$ cat config.mk
export PLATFORM = sky130hd
export DESIGN_NAME = sorted_priority_queue_unit_flat
export DESIGN_NICKNAME = d
export VERILOG_FILES = /design/src/sv/spq_pkg.sv /design/src/sv/spq_req_if.sv /design/src/sv/spq_rsp_if.sv /design/src/sv/spq_cell.sv /design/src/sv/sorted_priority_queue_unit.sv /design/src/flat_wrapper.sv
export VERILOG_INCLUDE_DIRS = /design/src /design/src/sv
export SDC_FILE = /design/constraint.sdc
export NUM_CORES = 2
export LEC_CHECK = 0
export BUFFER_PORTS_ARGS = -buffer_cell sky130_fd_sc_hd__buf_2
export CAP_MARGIN = 15
export CELL_PAD_IN_SITES_DETAIL_PLACEMENT = 1
export CELL_PAD_IN_SITES_GLOBAL_PLACEMENT = 1
export CORE_MARGIN = 4
export CORE_UTILIZATION = 45
export DETAILED_ROUTE_END_ITERATION = 6
export PLACE_DENSITY_LB_ADDON = 0.1
export RECOVER_POWER = 25
export SLEW_MARGIN = 20
export SYNTH_ARGS = -nofsm -noshare
export SYNTH_HDL_FRONTEND = slang
export SYNTH_SLANG_ARGS = --single-unit
$ cat constraint.sdc
create_clock -name i_clk -period 20.5 [get_ports i_clk]
set_input_delay 0 -clock i_clk [delete_from_list [all_inputs] [get_ports i_clk]]
set_output_delay 0 -clock i_clk [all_outputs]
set_load 0.005 [all_outputs]
$ cat src/sv/sorted_priority_queue_unit_macros.svh
// Assertion macros shared by the priority queue RTL.
`ifndef SORTED_PRIORITY_QUEUE_UNIT_MACROS_SVH
`define SORTED_PRIORITY_QUEUE_UNIT_MACROS_SVH

// Same-cycle implication, checked out of reset.
`define SPQ_ASSERT_IMP(lbl, clk, rst_n, ante, cons, msg) \
    lbl: assert property (@(posedge clk) disable iff (!rst_n) (ante) |-> (cons)) \
        else $error(msg);

// Next-cycle implication, checked out of reset.
`define SPQ_ASSERT_NXT(lbl, clk, rst_n, ante, cons, msg) \
    lbl: assert property (@(posedge clk) disable iff (!rst_n) (ante) |=> (cons)) \
        else $error(msg);

`endif

$ cat src/sv/spq_pkg.sv
// Shared types and constants of the sorted priority queue.
package spq_pkg;

    localparam int CAPACITY_DEF = 8;
    localparam int DATA_W       = 32;
    localparam int FILL_W       = 4;
    localparam int STATUS_W     = 2;

    localparam logic [STATUS_W-1:0] ST_DONE  = 2'd0;
    localparam logic [STATUS_W-1:0] ST_FULL  = 2'd1;
    localparam logic [STATUS_W-1:0] ST_EMPTY = 2'd2;

    localparam logic FUNC_ENQ = 1'b0;
    localparam logic FUNC_DEQ = 1'b1;

    localparam logic MODE_HIGH_FIRST = 1'b0;
    localparam logic MODE_LOW_FIRST  = 1'b1;

    typedef struct packed {
        logic signed [DATA_W-1:0] value;
        logic signed [DATA_W-1:0] prio;
    } t_entry;

    typedef struct packed {
        logic enq;
        logic deq;
        logic mode;
    } t_cell_ctrl;

endpackage

$ cat src/sv/spq_req_if.sv
// Request channel of the priority queue: operation, data and priority.
interface spq_req_if;
    logic                                  valid;
    logic                                  ready;
    logic                                  func;
    logic signed [spq_pkg::DATA_W-1:0]     item_value;
    logic signed [spq_pkg::DATA_W-1:0]     item_priority;

    modport source (output valid, output func, output item_value, output item_priority,
                    input ready);
    modport sink   (input valid, input func, input item_value, input item_priority,
                    output ready);
endinterface

$ cat src/sv/spq_rsp_if.sv
// Response channel of the priority queue: status, head entry and fill count.
interface spq_rsp_if;
    logic                                  valid;
    logic                                  ready;
    logic [spq_pkg::STATUS_W-1:0]          status;
    logic signed [spq_pkg::DATA_W-1:0]     head_value;
    logic signed [spq_pkg::DATA_W-1:0]     head_priority;
    logic [spq_pkg::FILL_W-1:0]            fill_count;

    modport source (output valid, output status, output head_value, output head_priority,
                    output fill_count, input ready);
    modport sink   (input valid, input status, input head_value, input head_priority,
                    input fill_count, output ready);
endinterface

$ cat src/sv/spq_cell.sv
// One slot of the sorted chain: compares, holds, or shifts toward a neighbor.
module spq_cell (
    input  logic                i_clk,
    input  logic                i_rst_n,
    input  spq_pkg::t_cell_ctrl i_ctrl,
    input  spq_pkg::t_entry     i_new,
    input  spq_pkg::t_entry     i_left,
    input  logic                i_left_valid,
    input  logic                i_keep_lo,
    input  spq_pkg::t_entry     i_right,
    input  logic                i_right_valid,
    input  logic                i_keep_hi,
    output spq_pkg::t_entry     o_entry,
    output logic                o_valid,
    output logic                o_keep
);

    spq_pkg::t_entry r_entry;
    spq_pkg::t_entry n_entry;
    logic            r_valid;
    logic            n_valid;
    logic            w_served;

    // The new entry goes ahead of this one only if it is strictly better.
    assign w_served = (i_ctrl.mode == spq_pkg::MODE_LOW_FIRST) ? (i_new.prio < r_entry.prio)
                                                                : (i_new.prio > r_entry.prio);
    assign o_keep   = (r_valid && !w_served) || i_keep_hi;

    always_comb begin
        n_entry = r_entry;
        n_valid = r_valid;
        if (i_ctrl.enq) begin
            if (!o_keep) begin
                n_entry = i_keep_lo ? i_new : i_left;
                n_valid = r_valid | i_left_valid;
            end
        end else if (i_ctrl.deq) begin
            n_entry = i_right;
            n_valid = i_right_valid;
        end
    end

    always_ff @(posedge i_clk) begin
        if (!i_rst_n) begin
            r_valid <= 1'b0;
        end else begin
            r_valid <= n_valid;
        end
        r_entry <= n_entry;
    end

    assign o_entry = r_entry;
    assign o_valid = r_valid;

endmodule

$ cat src/sv/sorted_priority_queue_unit.sv
// A result beat is valid in the cycle after its request beat is accepted.
// Throughput: one request per cycle while ready is high; all cells compare and shift in that same cycle.
// Ready is high while the result register is empty or its beat is being taken.
// Synchronous active-low reset empties the queue, empties the result register
// and sets the order mode to larger priority first; no clearing pass is needed.
`include "sorted_priority_queue_unit_macros.svh"

module sorted_priority_queue_unit #(
    parameter int CAPACITY = spq_pkg::CAPACITY_DEF
) (
    input  logic       i_clk,
    input  logic       i_rst_n,
    input  logic       i_cfg_wr_en,
    input  logic       i_cfg_wr_data,
    spq_req_if.sink    i_req,
    spq_rsp_if.source  o_rsp
);

    localparam int CW = $clog2(CAPACITY + 1);

    logic                 r_mode;
    logic [CW-1:0]        r_count;
    logic [CW-1:0]        n_count;
    logic                 r_out_valid;
    logic [spq_pkg::STATUS_W-1:0]     r_status;
    logic signed [spq_pkg::DATA_W-1:0] r_head_value;
    logic signed [spq_pkg::DATA_W-1:0] r_head_prio;

    logic                 w_accept;
    logic                 w_full;
    logic                 w_empty;
    spq_pkg::t_cell_ctrl  w_ctrl;
    spq_pkg::t_entry      w_new;
    spq_pkg::t_entry      w_entry [CAPACITY];
    logic [CAPACITY-1:0]  w_valid;
    logic [CAPACITY-1:0]  w_keep;

    assign i_req.ready = !r_out_valid || o_rsp.ready;
    assign w_accept    = i_req.valid && i_req.ready;
    assign w_full      = (r_count == CW'(CAPACITY));
    assign w_empty     = (r_count == '0);

    assign w_ctrl.enq  = w_accept && (i_req.func == spq_pkg::FUNC_ENQ) && !w_full;
    assign w_ctrl.deq  = w_accept && (i_req.func == spq_pkg::FUNC_DEQ) && !w_empty;
    assign w_ctrl.mode = r_mode;
    assign w_new.value = i_req.item_value;
    assign w_new.prio  = i_req.item_priority;

    for (genvar i = 0; i < CAPACITY; i++) begin : g_cell
        spq_pkg::t_entry w_left;
        spq_pkg::t_entry w_right;
        logic            w_left_valid;
        logic            w_keep_lo;
        logic            w_right_valid;
        logic            w_keep_hi;

        if (i == 0) begin : g_first
            assign w_left       = '0;
            assign w_left_valid = 1'b1;
            assign w_keep_lo    = 1'b1;
        end else begin : g_mid_lo
            assign w_left       = w_entry[i-1];
            assign w_left_valid = w_valid[i-1];
            assign w_keep_lo    = w_keep[i-1];
        end

        if (i == CAPACITY - 1) begin : g_last
            assign w_right       = '0;
            assign w_right_valid = 1'b0;
            assign w_keep_hi     = 1'b0;
        end else begin : g_mid_hi
            assign w_right       = w_entry[i+1];
            assign w_right_valid = w_valid[i+1];
            assign w_keep_hi     = w_keep[i+1];
        end

        spq_cell u_cell (
            .i_clk         (i_clk),
            .i_rst_n       (i_rst_n),
            .i_ctrl        (w_ctrl),
            .i_new         (w_new),
            .i_left        (w_left),
            .i_left_valid  (w_left_valid),
            .i_keep_lo     (w_keep_lo),
            .i_right       (w_right),
            .i_right_valid (w_right_valid),
            .i_keep_hi     (w_keep_hi),
            .o_entry       (w_entry[i]),
            .o_valid       (w_valid[i]),
            .o_keep        (w_keep[i])
        );
    end

    always_comb begin
        n_count = r_count;
        if (w_ctrl.enq) begin
            n_count = r_count + CW'(1);
        end else if (w_ctrl.deq) begin
            n_count = r_count - CW'(1);
        end
    end

    always_ff @(posedge i_clk) begin
        if (!i_rst_n) begin
            r_mode      <= spq_pkg::MODE_HIGH_FIRST;
            r_count     <= '0;
            r_out_valid <= 1'b0;
        end else begin
            if (i_cfg_wr_en) begin
                r_mode <= i_cfg_wr_data;
            end
            r_count <= n_count;
            if (w_accept) begin
                r_out_valid <= 1'b1;
            end else if (o_rsp.ready) begin
                r_out_valid <= 1'b0;
            end
        end
        if (w_accept) begin
            if (i_req.func == spq_pkg::FUNC_ENQ) begin
                r_status     <= w_full ? spq_pkg::ST_FULL : spq_pkg::ST_DONE;
                r_head_value <= '0;
                r_head_prio  <= '0;
            end else if (w_empty) begin
                r_status     <= spq_pkg::ST_EMPTY;
                r_head_value <= '0;
                r_head_prio  <= '0;
            end else begin
                r_status     <= spq_pkg::ST_DONE;
                r_head_value <= w_entry[0].value;
                r_head_prio  <= w_entry[0].prio;
            end
        end
    end

    assign o_rsp.valid         = r_out_valid;
    assign o_rsp.status        = r_status;
    assign o_rsp.head_value    = r_head_value;
    assign o_rsp.head_priority = r_head_prio;
    assign o_rsp.fill_count    = spq_pkg::FILL_W'(r_count);

    `SPQ_ASSERT_IMP(a_valid_matches_count, i_clk, i_rst_n, 1'b1, $countones(w_valid) == int'(r_count), "valid cells disagree with count")
    `SPQ_ASSERT_NXT(a_deq_drops_count, i_clk, i_rst_n, w_ctrl.deq, r_count == $past(r_count) - CW'(1), "dequeue did not remove one entry")
    `SPQ_ASSERT_NXT(a_full_refused, i_clk, i_rst_n, w_accept && (i_req.func == spq_pkg::FUNC_ENQ) && w_full, (r_status == spq_pkg::ST_FULL) && (r_count == $past(r_count)), "full enqueue not refused")

endmodule
$ cat src/flat_wrapper.sv
// flat-port wrapper written by rule: the top's interface ports become plain ports
module sorted_priority_queue_unit_flat 
#(
    parameter int CAPACITY = spq_pkg::CAPACITY_DEF
)
  (i_clk, i_rst_n, i_cfg_wr_en, i_cfg_wr_data, i_req_valid, i_req_func, i_req_item_value, i_req_item_priority, i_req_ready, o_rsp_valid, o_rsp_status, o_rsp_head_value, o_rsp_head_priority, o_rsp_fill_count, o_rsp_ready);
  spq_req_if i_req_i ();
  spq_rsp_if o_rsp_i ();
  input  logic i_clk;
  input  logic i_rst_n;
  input  logic i_cfg_wr_en;
  input  logic i_cfg_wr_data;
  input wire logic [$bits(i_req_i.valid)-1:0] i_req_valid;
  input wire logic [$bits(i_req_i.func)-1:0] i_req_func;
  input wire logic [$bits(i_req_i.item_value)-1:0] i_req_item_value;
  input wire logic [$bits(i_req_i.item_priority)-1:0] i_req_item_priority;
  output wire logic [$bits(i_req_i.ready)-1:0] i_req_ready;
  output wire logic [$bits(o_rsp_i.valid)-1:0] o_rsp_valid;
  output wire logic [$bits(o_rsp_i.status)-1:0] o_rsp_status;
  output wire logic [$bits(o_rsp_i.head_value)-1:0] o_rsp_head_value;
  output wire logic [$bits(o_rsp_i.head_priority)-1:0] o_rsp_head_priority;
  output wire logic [$bits(o_rsp_i.fill_count)-1:0] o_rsp_fill_count;
  input wire logic [$bits(o_rsp_i.ready)-1:0] o_rsp_ready;
  assign i_req_i.valid = i_req_valid;
  assign i_req_i.func = i_req_func;
  assign i_req_i.item_value = i_req_item_value;
  assign i_req_i.item_priority = i_req_item_priority;
  assign i_req_ready = i_req_i.ready;
  assign o_rsp_valid = o_rsp_i.valid;
  assign o_rsp_status = o_rsp_i.status;
  assign o_rsp_head_value = o_rsp_i.head_value;
  assign o_rsp_head_priority = o_rsp_i.head_priority;
  assign o_rsp_fill_count = o_rsp_i.fill_count;
  assign o_rsp_i.ready = o_rsp_ready;
  sorted_priority_queue_unit #(.CAPACITY(CAPACITY)) u_core (.i_clk(i_clk), .i_rst_n(i_rst_n), .i_cfg_wr_en(i_cfg_wr_en), .i_cfg_wr_data(i_cfg_wr_data), .i_req(i_req_i), .o_rsp(o_rsp_i));
endmodule
* Yosys cells after proc, flatten, opt, wreduce, memory -nomap -nowiden
Index checks and enable logic that the tools add are counted.
Word-level totals: output and inout port bits 72, logic and storage cells 179, register bits after elaboration 592, input port bits 71
Operators by class: reduce and logical (&&, ||, !) cells 44, multiplexer cells 70, magnitude comparators 16, bitwise operators 8, add/subtract/negate cells 2, equal/unequal tests 9
Operators by type and width (number):
- two-way mux 64 bit | 31
- greater-than comparator 32 bit | 8
- less-than comparator 32 bit | 8
- two-way mux 1 bit | 35
- inequality test 2 bit (second input constant) | 8
- AND reduction 2 bit | 8
- logical AND 1 bit | 13
- logical NOT 1 bit | 11
- logical OR 1 bit | 8
- two-way mux 4 bit | 2
- bitwise OR 1 bit | 7
- adder 4 x 1 -> 4 bit (second input constant) | 1
- equality test 4 bit (second input constant) | 1
- logical NOT 4 bit | 1
- two-way mux 2 bit | 2
- nonzero test 2 bit | 2
- subtractor 4 x 1 -> 4 bit (second input constant) | 1
- OR reduction 2 bit | 1
- NOT 1 bit | 1

* Depth between registers and ports, before layout
word-level depth 14, mapped depth 16, gate-level depth less buffers 12

* Modules after synthesis
A second synthesis with hierarchy kept.
Unflattened totals: cell total of the unflattened synthesis 3450, area total of the unflattened synthesis 36147.2 sq um
By module, submodules not included:
- spq_cell (u_core.g_cell[0].u_cell ...) | cells an instance 408, sequential area each 1941.9 sq um, area each 4165.2 sq um, instances 6
- spq_cell (u_core.g_cell[6].u_cell ...) | cells an instance 407, sequential area each 1941.9 sq um, area each 4137.7 sq um, instances 2
- sorted_priority_queue_unit | cells an instance 188, sequential area each 2102.0 sq um, area each 2880.3 sq um, instances 1

* Least setup slack after synthesis
Ideal clock, no wire load.
path type register -> register, start register u_core.g_cell[7].u_cell.r_entry, in the netlist u_core.g_cell[7].u_cell.o_entry[30], end register u_core.g_cell[0].u_cell.r_entry, in the netlist u_core.g_cell[0].u_cell.o_entry[0], enable pin, buffers on the path 1, data arrival time 7.266 ns, required time 19.926 ns, stages on the path, launching flop included 13, library setup time 0.574 ns, slack 12.660 ns, period minus slack after synthesis 7.840 ns, cell sequence edfxtp_1 -> inv_1 -> ha_1 -> nand4_1 -> or4_1 -> nor3_1 -> or2_2 -> a2111o_1 -> o311ai_2 -> nor2_1 -> buf_2 -> nand2_1 -> o21ai_0
Between the ends: cells in the longest elaborated chain, start to end 13, elaborated cells between the ends (all ways) 14, those cells by class 2 x order compare; 1 x eq/ne; 1 x mux; 10 x reduce/logical
RTL lines:
- start: declaration | RTL line spq_cell.sv:18 | spq_pkg::t_entry r_entry;
- start signal: assignment | RTL line spq_cell.sv:49 | r_entry <= n_entry;
- greater-than comparator 32 bit / less-than comparator 32 bit (equally long branches) | RTL line spq_cell.sv:26, spq_cell.sv:25
- two-way mux 1 bit * | RTL line spq_cell.sv:25 | assign w_served = (i_ctrl.mode == spq_pkg::MODE_LOW_FIRST) ? (i_new.prio < r_entry.prio)
- logical NOT 1 bit * | RTL line spq_cell.sv:27 | assign o_keep = (r_valid && !w_served) || i_keep_hi;
- logical AND 1 bit * | RTL line spq_cell.sv:27
- logical OR 1 bit * (7 in a row) | RTL line spq_cell.sv:27
- inequality test 2 bit (no line) *
- AND reduction 2 bit (no line) *
- end signal: assignment | RTL line spq_cell.sv:49
- end: declaration | RTL line spq_cell.sv:18
Mark *: on every way between the ends. The rest lies on a longest branch, timed or not. A chain may end at the register's enable or synchronous reset.

* Worst setup path in the final report
start register u_core.r_count[0] (netlist: u_core.o_rsp.fill_count[0]), end register u_core.g_cell[7].u_cell.r_entry, in the netlist u_core.g_cell[7].u_cell.o_entry[11], enable pin
Between the ends: cells in the longest elaborated chain, start to end 5, elaborated cells between the ends (all ways) 9, those cells by class 2 x eq/ne; 7 x reduce/logical
RTL lines:
- start: declaration | RTL line sorted_priority_queue_unit.sv:22 | logic [CW-1:0] r_count;
- start signal: assignment | RTL line sorted_priority_queue_unit.sv:112 | r_count <= n_count;
- equality test 4 bit / logical NOT 4 bit (equally long branches) | RTL line sorted_priority_queue_unit.sv:40, sorted_priority_queue_unit.sv:41
- logical NOT 1 bit, on equally long branches | RTL line sorted_priority_queue_unit.sv:43, sorted_priority_queue_unit.sv:44
- logical AND 1 bit, on equally long branches | RTL line sorted_priority_queue_unit.sv:43, sorted_priority_queue_unit.sv:44
- inequality test 2 bit (no line) / nonzero test 2 bit (equally long branches)
- AND reduction 2 bit (no line) *
Marks and branches as above.

==> results.md <==
- Status: complete, but fails checks
- Failing checks: capacitance limit, slew limit
- Setup Skew: 0.0168 ns
- GPL Wtd Cong: 0.859
- Worst path max stage delay: 4.15 ns
- Synth Flop Type: edfxtp_1
- Fill cells: 8411
- Largest net degree at the start of global routing: 226
- Fin crit period: slightly above 10 ns
- Class of the worst hold path: in2reg
- Synth Cell Area: 34800 um^2
- Final TNS setup: 0 ns
- Remaining DRCs: 0
- Crit Path Class: reg2reg
- Clock latency on the worst-skew pair: around 0.62 ns
- Die Height: 286 um
- Fraction of registers with async set/reset: 0%
- Gr ovfl total: 0
- Worst vdd ir: about 0.08 mV
- Max clock buf depth: 3
- Slowest CP cell: clkinvlp_2
- Synth Instances: 3365
- DP Wirelength: 73600 um
- Synth top area share: 49.9%
- Die width: 286 um
- Crit path max-delay family: buffers and inverters
- Ys Warns: 0
- CP required: around 21 ns
- LEAKAGE: 15.7 nW
- Rel. slew slack: -393%
- Wire length of the first global-routing pass: 170000 um
- Crit path buf inv count: 3
- CP Cell Sequence: nor4b_1, nor3_2, buf_4, clkinvlp_2, nand2_1, o21a_1, buf_4
- Maximum capacitance violations: 8
- Core Region: approximately 76000 um^2
- Largest area contributor in the netlist: edfxtp_1
- Netlist cell types: 79
- IO buf count: 142
- Most frequent cells in the layout: edfxtp_1, nand2_1, inv_1
- Setup slack after layout: 10.20 ns
- Slew of the pin with the lowest slew margin: 7.39 ns
- Synth Area per Inst: 10.3 um^2
- Num CTS Buffers: 70
- Final worst-path cycle share: ~50%
- Starting density of the core: 45.6%
- Drt pass-1 iters: 5
- # placed instances: about 4400
- Wirelength, routed: between 100000 and 150000 um
- Synth-to-layout area growth: 12.0%
- Data arrival, critical path: 10.54 ns
- Critical path endpoint category: flip-flop
- Setup violators final: 0
- CTS clock-pin slew for the worst setup and hold paths: 0.06 ns
- Die area: 81800 um^2
- Initial antenna violation count: 2
- Sequential area share after synthesis: roughly 51%
- Nets@finish: approximately 3800
- CTS tree: yes
- Layout cells sized above 1: 7.50%
- Post-DR vias/cell: ~6
- #FFs+latches synth: slightly below 600
- EDFF count, synth: 578
- Io pins: between 100 and 150
- Syn_nets: ~3700
- Tot GR Track Use: a little over a quarter
- Rows: 101
- Root Driver: clkbuf_16
- Slew Limit Fails: 774
- Final hold vios: 0
- Crit-path max FO: ~160
- Antenna Violating Nets Remaining: 0
- Starting DRT DRC Count: 2036
- Power, Total: approximately 0.0047 W
- Pwr/cell area: approximately 120 nW/um^2
- Wire per inst: ~25 um
- Maximum clock frequency: between 0.09 and 0.1 GHz
- Synth area leaders: edfxtp_1, ha_1, mux2i_1
- Most used cell, CP: buf_4
- Vias in the first global route: ~29000
- Htree depth: 3
- Post-Layout Cell Count: 4568
- Unrepaired setup endpoints after global routing: false
- Vias: 26952
- Most common cell after layout, fill and taps aside: edfxtp_1
- Sink Count: just under 600
- Startpoint types: flip-flop
- Pre-CTS setup slack: between 10 and 15 ns
[power breakdown]
part	internal, W	switching, W
clock network	0.000686	0.000513
registers	0.00171	0.000133
logic	0.000549	0.00112
[sequential cells by signal, indices dropped and copies added, names as in the netlist]
signal and flops:
u_core.o_rsp.status 2, u_core.o_rsp.head_value 32, u_core.g_cell.u_cell.o_valid 8, u_core.o_rsp.fill_count 4
u_core.o_rsp.valid 1, u_core.g_cell.u_cell.o_entry 512, u_core.r_mode 1, u_core.o_rsp.head_priority 32
[cell families after synthesis]
kind of cell,synth area share (%)
AOI/OAI and AO/OA,13.8
xor gates and xnor gates,0.0755
adders and majority gates,9.34
muxes,6.83
buffers and inverters,5.84
and+or+nand+nor,13.4
DFF,50.7
[metrics by stage]
stage                     hold slack [ns]  area [um^2]  utilization, %
after floorplan                     0.128        34800               -
after global placement              0.271        36200            47.4
after detailed placement            0.282        36300            47.5
after CTS                         0.00160        39100            51.2
after global routing               0.0347        39000            51.0
final                              0.0245        39000            51.0
[timing repair]
| action | in CTS | in global routing |
|---|---|---|
| buffers inserted | 0 | 0 |
| gates resized for setup | 0 | 0 |
| hold buffers | 65 | 0 |
| hold endpoints to repair | 354 | 0 |
[area by class of cell]
| cell class | count | area, um^2 | share of cell area [%] |
|---|---|---|---|
| clock buffer | 98 | 1980 | 5.08 |
| sequential | 592 | 17600 | 45.3 |
| tap | 1030 | 1290 | 3.31 |
| inverter | 271 | 1020 | 2.62 |
| multi-input combinational | 2304 | 15200 | 39.1 |
| antenna | 3 | 7.51 | 0.0193 |
| clock inverter | 26 | 164 | 0.421 |
| timing repair buffer | 244 | 1610 | 4.12 |
[cells in the mapped netlist (all sizes together), types with 5 or more instances]
master  number
a221oi       5
a21oi      257
o21a         8
nand2      450
and3        11
nand4       51
buf         67
and2        67
mux2i      235
nor4         6
nand3      148
o221ai      64
o211ai      43
nor3        49
dfxtp       14
ha         258
a21o        21
o21ai      267
edfxtp     578
nor2       218
nand2b      11
and4         5
o311ai      33
clkbuf     131
nor2b       10
o211a        5
inv        270
a211oi      12
[metal layers]
metal | routed length (um) | vias up | global-route usage (%)
met2 | 54000 | 631 | 46.3
li1 | - | 12556 | -
met4 | 2800 | 0 | 6.93
met1 | 50300 | 13625 | 36.0
met5 | 0 | - | 0
met3 | 4890 | 140 | 2.95
[worst reg2reg max path, stage by stage (launching register included)]
cell	delay, ns
dfxtp_1	0.48
nor4b_1	0.13
nor3_2	0.12
buf_4	0.62
clkinvlp_2	4.16
nand2_1	2.23
o21a_1	1.34
buf_4	0.80
[path summary, 6_finish.rpt]
kind	from	cells after the start	to	slack (ns)
worst max-delay path	u_core.o_rsp.fill_count[0]$_SDFFE_PN0P_	7	u_core.g_cell[7].u_cell.o_entry[11]$_SDFFCE_PN0P_	10.20
worst min-delay path	i_req_item_priority[10]	3	u_core.g_cell[7].u_cell.o_entry[10]$_SDFFCE_PN0P_	0.02
worst max register to register	u_core.o_rsp.fill_count[0]$_SDFFE_PN0P_	7	u_core.g_cell[7].u_cell.o_entry[11]$_SDFFCE_PN0P_	10.20
worst min register to register	u_core.g_cell[7].u_cell.o_valid$_SDFFE_PN0P_	2	u_core.g_cell[7].u_cell.o_valid$_SDFFE_PN0P_	0.51
(Power assumes the default switching activity.)
